File: src/rtl/odw_fifo.sv
`timescale 1ns / 1ps
`default_nettype none
module odw_fifo #(
    parameter int WIDTH = 8
) (
    input  wire logic             i_clk,
    input  wire logic             i_rst_n,
    input  wire logic             i_valid,
    output logic                  o_ready,
    input  wire logic [WIDTH-1:0] i_data,
    output logic                  o_valid,
    input  wire logic             i_ready,
    output logic      [WIDTH-1:0] o_data
);
    logic [WIDTH-1:0] r_mem [2];
    logic       r_wp;
    logic       r_rp;
    logic [1:0] r_cnt;
    logic       push;
    logic       pop;

    assign o_ready = i_rst_n && (r_cnt != 2'd2);
    assign o_valid = (r_cnt != 2'd0);
    assign o_data  = r_mem[r_rp];
    assign push    = i_valid && o_ready;
    assign pop     = o_valid && i_ready;

    always_ff @(posedge i_clk) begin
        if (push) begin
            r_mem[r_wp] <= i_data;
        end
        if (!i_rst_n) begin
            r_wp  <= 1'b0;
            r_rp  <= 1'b0;
            r_cnt <= 2'd0;
        end else begin
            if (push) r_wp <= ~r_wp;
            if (pop)  r_rp <= ~r_rp;
            r_cnt <= r_cnt + {1'b0, push} - {1'b0, pop};
        end
    end
endmodule
`default_nettype wire

File: config.mk
export PLATFORM = sky130hd
export DESIGN_NAME = odw_fifo
export DESIGN_NICKNAME = d
export VERILOG_FILES = /design/src/rtl/odw_fifo.sv
export SDC_FILE = /design/constraint.sdc
export NUM_CORES = 1
export LEC_CHECK = 0
export BUFFER_PORTS_ARGS = -buffer_cell sky130_fd_sc_hd__buf_2
export CELL_PAD_IN_SITES_DETAIL_PLACEMENT = 1
export CELL_PAD_IN_SITES_GLOBAL_PLACEMENT = 2
export CORE_MARGIN = 3
export CORE_UTILIZATION = 30
export DETAILED_ROUTE_END_ITERATION = 6
export GPL_TIMING_DRIVEN = 0
export PLACE_DENSITY = 0.78
export SYNTH_ARGS = -nofsm -noshare
export SYNTH_HDL_FRONTEND = slang
export SYNTH_SLANG_ARGS = --single-unit
File: constraint.sdc
create_clock -name i_clk -period 1.7 [get_ports i_clk]
set_clock_uncertainty 0.15 [all_clocks]
set_input_delay 0.34 -clock i_clk [delete_from_list [all_inputs] [get_ports i_clk]]
set_output_delay 0.34 -clock i_clk [all_outputs]
set_load 0.02 [all_outputs]
==> metrics.yaml, run 1 <==
timing:
  hold_viol_final: 0
  maxSlewViolCount: 0
  timing.hold.ws_ns: 0.0818
  fin_ws_ns: -0.00324
  setup_viol: 6
  fin_crit_sh_pct: 100
  relSlewSlack_pct: 71.3
  fmax_mhz: 587
  min_period_ns: 1.70
  setup_tns_ns: -0.0113
  tightest_slew_ns: 0.430
  rsz0062_at_grt: "true"
status:
  status: "finished, violations left"
  violations: "negative setup slack"
clock_tree:
  cts.sinks: 21
  cts_made_buffers: 3
  insertion_delay_ns: 0.29
  clockRootBuffer: "clkbuf_4"
  cts_tree: "built"
  htreeDepth: 1
  clock_path_buffers: 2
  clkTransAtPathRegs_ns: 0.11
global_route:
  grt-ovfl-total: 0
  grt_start_max_net_pins: 12
  grt_use_total_pct: 9.42
  antenna_found_initial: 0
  grt_pass1_wl_mm: 2.35
  grt_pass1_vias: 516
logic_synthesis:
  syn-num-nets: 64
  netlist_area_um2: 817
  synthCells: 50
  ys_seq_elements: 21
  synthTopCellsByCount: "edfxtp_1, mux2_1, dfxtp_1"
  synth-edff-count: 16
  ys.flop_type: "edfxtp_1"
  synth.most_common_cell: "edfxtp_1"
  synth_cell_types: 19
  avgSynthCellArea_um2: 16.3
  synth_top_area_share_pct: 58.8
  synth_area_leader_cell: "edfxtp_1"
  yosysSeqAreaShare_pct: 71.1
  async_flop_share_pct: 0
  synth_warnings: 0
  synth.area.top_cells: "edfxtp_1, dfxtp_1, mux2_1, xnor2_1, ha_1"
worst_setup_path:
  r2r-start: "r_cnt[0]$_SDFF_PN0_"
  startpoint_type: "flop"
  path_cells: "buf_8 > mux2_4 > buf_6"
  path_max_fanout: 8
  arrival_ns: 1.21
  max_stage_delay_ns: 0.35
  required_ns: 1.21
  crit_slowest_cell: "dfxtp_2"
  end_kind: "output port"
  path_class: "reg -> out"
detailed_routing:
  drtAntennaViolNets: 0
  dr.pass1.iters: 3
  viasPerCell: 4.40
  routed_wl_mm: 1.44
  drc: 0
  wire_per_inst_um: 13.1
  drt_iter0_markers: 5
  vias: 484
floorplan:
  rows: 18
  start_util_pct: 32.4
  die_h_um: 58.2
  die_area_um2: 3390
  core_area_um2: 2520
  fp.dieW_um: 58.2
  io_pins: 22
cells_and_area:
  drive_above_1_share_pct: 63.7
  num-nets-final: 95
  regArea_um2: 587
  multiInputGateArea_um2: 320
  area_delta_synth_final_pct: 45.9
  final_util_pct: 47.3
  fill_cells: 258
  stdcell_count: 110
  diodes: 0
min_path:
  hp-start: "i_data[4]"
  hold_path_class: "in -> reg"
place:
  dp_slack_ns: -0.115
  numPortBuffers: 21
  place.gp.congestion: 0.639
  dpl.cell_count: 101
  dp_hpwl_mm: 1.03
run:
  maxCapViolations: 0
power:
  power.density_nw_per_um2: 1330
  p_leak_nw: 0.466
  vdd_drop_max_uv: 610
[final cells by class]
type / instances / area share [%]
Sequential cell: 21 / 49.2
Clock buffer: 4 / 2.20
Buffer: 1 / 1.26
Tap cell: 30 / 3.15
Multi-Input combinational cell: 27 / 26.9
Inverter: 1 / 0.315
Timing Repair Buffer: 26 / 17.0
[cells by family (layout without fill, tap and decap cells)]
kind of cell / after synthesis / after routing / share of synthesized area, %
adders and majority gates: 2 / 2 / 3.06
buffers and inverters: 2 / 32 / 1.07
and+or+nand+nor: 11 / 11 / 7.96
xor gates and xnor gates: 3 / 3 / 3.22
AOI/OAI and AO/OA: 3 / 3 / 2.60
muxes: 8 / 8 / 11.0
DFF: 21 / 21 / 71.1
[power breakdown]
part | switching [mW] | leakage, nW | internal [mW]
sequential | 0.0477 | 0.189 | 0.633
clock | 0.136 | 0.0150 | 0.0910
combinational | 0.288 | 0.262 | 0.386
[cell usage in the layout (no fill, tap or decap), types with 2 or more instances in the layout]
cell / count
nor2b_1: 2
buf_6: 10
and2_1: 2
xnor2_1: 2
dfxtp_1: 2
buf_2: 12
clkbuf_4: 3
buf_4: 4
ha_4: 2
mux2_4: 8
dfxtp_2: 2
edfxtp_1: 16
[routing by layer]
layer,vias up,track usage (%),wire length [um]
li1,242,-,-
met1,225,10.8,591
met2,15,16.1,732
met3,2,3.56,105
met4,0,2.98,12
met5,-,0,0
[stage by stage]
| stage | power [mW] | area, um2 |
|---|---|---|
| 5_1_grt | 1.69 | 1190 |
| 3_3_place_gp | 1.08 | 968 |
| 2_1_floorplan | 0.977 | 826 |
| 4_1_cts | 1.58 | 1170 |
| 6_report | 1.58 | 1190 |
| 3_5_place_dp | 1.10 | 968 |
[worst max-delay path: cells and delay by family (launching register included)]
| family | cells | cell delay, ns |
|---|---|---|
| muxes | 1 | 0.31 |
| DFF | 1 | 0.35 |
| buffers and inverters | 2 | 0.27 |
[final timing paths]
| path | slack [ns] | end | cells after the start |
|---|---|---|---|
| worst max-delay path | -0.003 | o_data[4] | 3 |
| worst min-delay path | 0.08 | r_mem[1][4]$_DFFE_PP_ | 1 |
| worst max register to register | 0.01 | r_cnt[1]$_SDFF_PN0_ | 8 |
| worst min register to register | 0.36 | r_wp$_SDFFE_PN0N_ | 1 |
[registers in the layout, summed over array words and instances, names as in the netlist, named ones only]
register  count
r_mem        16
r_rp          1
r_wp          1
r_cnt         2
[timing repair]
item,CTS,global route
buffers inserted,3,2
pin swaps,6,4
setup endpoints to repair,17,26
hold endpoints to repair,0,0
hold buffers,0,0
resized for setup,40,3
Note: power is estimated with default switching activity, not from simulation.
==> run 2, diff against run 1 <==
- CORE_ASPECT_RATIO: unset -> 1.25
- clock period: 1.7 -> 1.5 ns (I/O delays scaled with it)
==> metrics.yaml, run 2 (same netlist as run 1, synthesis figures left out) <==
floorplan:
  rows: 20
  die_area_um2: 3390
  die_h_um: 64.3
  start_util_pct: 32.7
  core_area_um2: 2500
  io_pins: 22
  fp.dieW_um: 52.7
cells_and_area:
  num-nets-final: 97
  mostFrequentLayoutCell: "edfxtp_1"
  largest_registers: "r_mem (16), r_cnt (2)"
  largest-register: "r_mem"
  area_delta_synth_final_pct: 51.3
  diodes: 0
  largest_reg_flops: 16
  fill_cells: 256
  stdcell_area_um2: 1240
  drive_above_1_share_pct: 67.1
  final_cell_mix: "edfxtp_1, buf_6, buf_2, mux2_4, buf_4"
  stdcell_count: 115
global_route:
  antenna_found_initial: 0
  grt_pass1_wl_mm: 2.59
  grt-ovfl-total: 0
  grt_start_max_net_pins: 13
  grt_pass1_vias: 536
  grt_use_total_pct: 10.7
detailed_routing:
  drc: 0
  dr.pass1.iters: 2
  vias: 514
  viasPerCell: 4.47
  drtAntennaViolNets: 0
  drt_iter0_markers: 3
  routed_wl_mm: 1.68
  wire_per_inst_um: 14.6
clock_tree:
  cts_made_buffers: 3
  htreeDepth: 1
  clock_path_buffers: 2
  cts.sinks: 21
  cts_tree: "built"
  insertion_delay_ns: 0.29
  clockRootBuffer: "clkbuf_4"
  clkTransAtPathRegs_ns: 0.11
  hold_buffers: 0
min_path:
  hold_path_class: "in -> reg"
worst_setup_path:
  end_kind: "output port"
  startpoint_type: "flop"
  cp-endpoint: "o_data[1]"
  r2r-start: "r_cnt[0]$_SDFF_PN0_"
  required_ns: 1.05
  r2r_end: "r_cnt[1]$_SDFF_PN0_"
  path_max_fanout: 8
  r2r_slack_ns: -0.16
  arrival_ns: 1.22
  path_class: "reg -> out"
  ff2ff_path_depth: 8
power:
  vdd_drop_max_uv: 960
  p_leak_nw: 0.482
  power.density_nw_per_um2: 1520
run:
  maxCapViolations: 0
status:
  status: "finished, violations left"
  violations: "negative setup slack"
timing:
  rsz0062_at_grt: "true"
  maxSlewViolCount: 0
  fin_ws_ns: -0.171
  min_period_ns: 1.67
  setup_tns_ns: -1.93
  relSlewSlack_pct: 82.4
  setup_viol: 19
  hold_viol_final: 0
  fmax_mhz: 598
  tightest_slew_ns: 0.263
  fin_crit_sh_pct: 111
place:
  dpl.cell_count: 104
  numPortBuffers: 21
  postPlaceCellArea_um2: 981
  place.gp.congestion: 0.602
  dp_hpwl_mm: 1.09
-- run 2: cell count changes in the layout (fill, tap and decap cells not counted), sizes merged --
| cell | before | now |
|---|---|---|
| buf | 27 | 29 |
| clkbuf | 4 | 3 |
| clkinv | 0 | 1 |
-- run 2: cell type report --
class | count | area (um2) | share of cell area [%]
clock inverters | 1 | 5.00 | 0.405
well taps | 33 | 41.3 | 3.34
multi-input cells | 27 | 332 | 26.8
flip-flops and latches | 21 | 589 | 47.7
inverters | 1 | 3.75 | 0.304
plain buffers | 1 | 15.0 | 1.21
repair buffers | 28 | 228 | 18.4
clock buffers | 3 | 22.5 | 1.82
-- run 2: stage by stage --
stage	setup slack (ns)	hold slack (ns)	utilization (%)	total power [mW]
floorplan	-0.126	0.249	-	1.11
global placement	-0.216	0.310	39.2	1.24
detailed placement	-0.225	0.330	39.2	1.26
CTS	-0.182	0.0333	47.8	1.82
global route	-0.217	0.0250	49.4	1.99
finish	-0.171	0.0390	49.4	1.88
-- run 2: repair_timing --
| item | CTS | global route |
|---|---|---|
| cloned | 0 | 0 |
| buffers inserted | 4 | 3 |
| pin swaps | 5 | 3 |
| setup endpoints to repair | 27 | 20 |
| gates resized for setup | 42 | 5 |
-- run 2: where the power goes --
part           switching (mW)  total (mW)  internal, mW
logic                   0.352       0.846         0.494
clock network           0.160       0.259        0.0990
registers              0.0573       0.779         0.721
total                   0.569        1.88          1.31
-- run 2: routing by layer --
metal	GRT usage [%]	wire length (um)	vias up	part of all wire, %
met5	0	0	-	0
met2	18.9	959	16	57
met4	3.83	10	0	0.59
met3	3.26	123	2	7.3
li1	-	-	247	-
met1	11.6	591	249	35
-- run 2: worst min-delay path by stage --
| stage | startpoint | to | slack [ns] | cells after the start |
|---|---|---|---|---|
| after floorplan | i_data[0] | r_mem[0][0]$_DFFE_PP_ | 0.25 | 0 |
| after global placement | r_wp$_SDFFE_PN0N_ | r_wp$_SDFFE_PN0N_ | 0.31 | 1 |
| after detailed placement | r_wp$_SDFFE_PN0N_ | r_wp$_SDFFE_PN0N_ | 0.33 | 1 |
| after CTS | i_data[7] | r_mem[1][7]$_DFFE_PP_ | 0.03 | 1 |
| after global routing | i_data[1] | r_mem[1][1]$_DFFE_PP_ | 0.03 | 1 |
| final | i_data[5] | r_mem[1][5]$_DFFE_PP_ | 0.04 | 1 |
-- run 2: critical path, cell delays in order (launching register included) --
cell     delay [ns]
dfxtp_2        0.35
buf_8          0.14
mux2_4         0.31
buf_6          0.13
==> run 3, diff against run 2 <==
- CAP_MARGIN: unset -> 20
- CORE_UTILIZATION: 30 -> 33
- CTS_BUF_LIST: unset -> sky130_fd_sc_hd__clkbuf_4
- PLACE_DENSITY: 0.78 -> 0.84
==> metrics.yaml, run 3 (same netlist as run 1, synthesis figures left out) <==
power:
  power.density_nw_per_um2: 1540
  vdd_drop_max_uv: 788
  p_leak_nw: 0.475
place:
  dp_hpwl_um: 935
  dp_slack_ns: -0.242
  postPlaceCellArea_um2: 978
  numPortBuffers: 21
  place.gp.congestion: 0.641
cells_and_area:
  largest_reg_flops: 16
  fill_cells: 240
  drive_above_1_share_pct: 66.3
  area_delta_synth_final_pct: 50.5
  final_util_pct: 53.9
  mostFrequentLayoutCell: "edfxtp_1"
  stdcell_area_um2: 1230
  largest-register: "r_mem"
  num-nets-final: 95
  diodes: 0
  final_cell_mix: "edfxtp_1, buf_6, buf_2, mux2_4"
  largest_registers: "r_mem (16), r_cnt (2)"
global_route:
  grt_pass1_wl_mm: 2.51
  grt_start_max_net_pins: 13
  grt-ovfl-total: 0
  grt_pass1_vias: 567
  grt_use_total_pct: 11.5
  antenna_found_initial: 0
detailed_routing:
  dr.pass1.iters: 2
  viasPerCell: 4.55
  routed_wl_mm: 1.53
  drc: 0
  vias: 505
  wire_per_inst_um: 13.7
  drtAntennaViolNets: 0
  drt_iter0_markers: 5
clock_tree:
  clkTransAtPathRegs_ns: 0.12
  htreeDepth: 1
  clock_path_buffers: 2
  cts.sinks: 21
  clockRootBuffer: "clkbuf_4"
  cts_tree: "built"
  cts_made_buffers: 3
  insertion_delay_ns: 0.29
  hold_buffers: 0
floorplan:
  die_area_um2: 3110
  io_pins: 22
  start_util_pct: 35.8
  core_area_um2: 2280
  die_h_um: 61.6
  rows: 19
  fp.dieW_um: 50.5
timing:
  setup_viol: 10
  setup_tns_ns: -1.87
  relSlewSlack_pct: 82.4
  maxSlewViolCount: 0
  fin_crit_sh_pct: 113
  hold_viol_final: 0
  rsz0062_at_grt: "true"
  tightest_slew_ns: 0.263
  min_period_ns: 1.69
  fmax_mhz: 591
  fin_ws_ns: -0.192
min_path:
  hp-start: "i_data[1]"
  min_to: "r_mem[1][1]$_DFFE_PP_"
  hold_path_class: "in -> reg"
  holdPathStages: 1
worst_setup_path:
  arrival_ns: 1.75
  end_kind: "flop"
  required_ns: 1.55
  r2r-start: "r_cnt[0]$_SDFF_PN0_"
  path_class: "reg -> reg"
  ff2ff_path_depth: 8
  r2r_end: "r_cnt[1]$_SDFF_PN0_"
  r2r_slack_ns: -0.19
  startpoint_type: "flop"
  path_max_fanout: 4
status:
  status: "finished, violations left"
  violations: "negative setup slack"
run:
  maxCapViolations: 0
## run 3: cell type report
type	instances	area [um2]	area share [%]
Buffer	1	15.0	1.22
Timing Repair Buffer	26	213	17.3
Sequential cell	21	589	47.9
Tap cell	31	38.8	3.15
Inverter	1	3.75	0.305
Clock buffer	3	22.5	1.83
Multi-Input combinational cell	27	343	27.9
Clock inverter	1	5.00	0.407
## run 3: repair_timing
item,in CTS,in global routing
setup buffers,4,2
endpoints found under the setup margin,28,24
pin swaps,5,2
resized for setup,45,3
cloned,0,0
## run 3: stage by stage
stage	power [mW]	hold slack, ns	instances
2_1_floorplan	1.11	0.249	50
3_3_place_gp	1.23	0.310	102
4_1_cts	1.84	0.0268	110
3_5_place_dp	1.26	0.325	102
6_report	1.89	0.0345	111
5_1_grt	2.02	0.00633	111
## run 3: report_power, final
part	switching (mW)	internal, mW	total, mW
combinational	0.353	0.504	0.857
clock	0.159	0.0990	0.258
sequential	0.0565	0.721	0.778
## run 3: critical path, cell delays in order (launching register included)
cell and delay, ns:
dfxtp_4 0.38, nand2b_4 0.14, nand3_4 0.08, ha_4 0.28, inv_2 0.04, ha_4 0.16
xnor2_4 0.12, xnor2_1 0.12, and2_1 0.13
## run 3: worst max path at each step
stage / startpoint / endpoint / slack [ns]
CTS: flop / o_data[4] / -0.20
finish: r_cnt[0]$_SDFF_PN0_ / r_cnt[1]$_SDFF_PN0_ / -0.19
global route: r_cnt[0]$_SDFF_PN0_ / r_cnt[1]$_SDFF_PN0_ / -0.25
global placement: i_rst_n / r_cnt[1]$_SDFF_PN0_ / -0.20
detailed placement: i_rst_n / r_cnt[1]$_SDFF_PN0_ / -0.24
floorplan: r_cnt[1]$_SDFF_PN0_ / r_cnt[1]$_SDFF_PN0_ / -0.13
## run 3: layer usage
layer  vias to the layer above  track usage, %  part of all wire, %
li1                        240               -                    -
met1                       247            10.7                   35
met2                        16            23.1                   57
met3                         2            3.15                  6.3
met4                         0            5.77                 0.98
met5                         -               0                    0
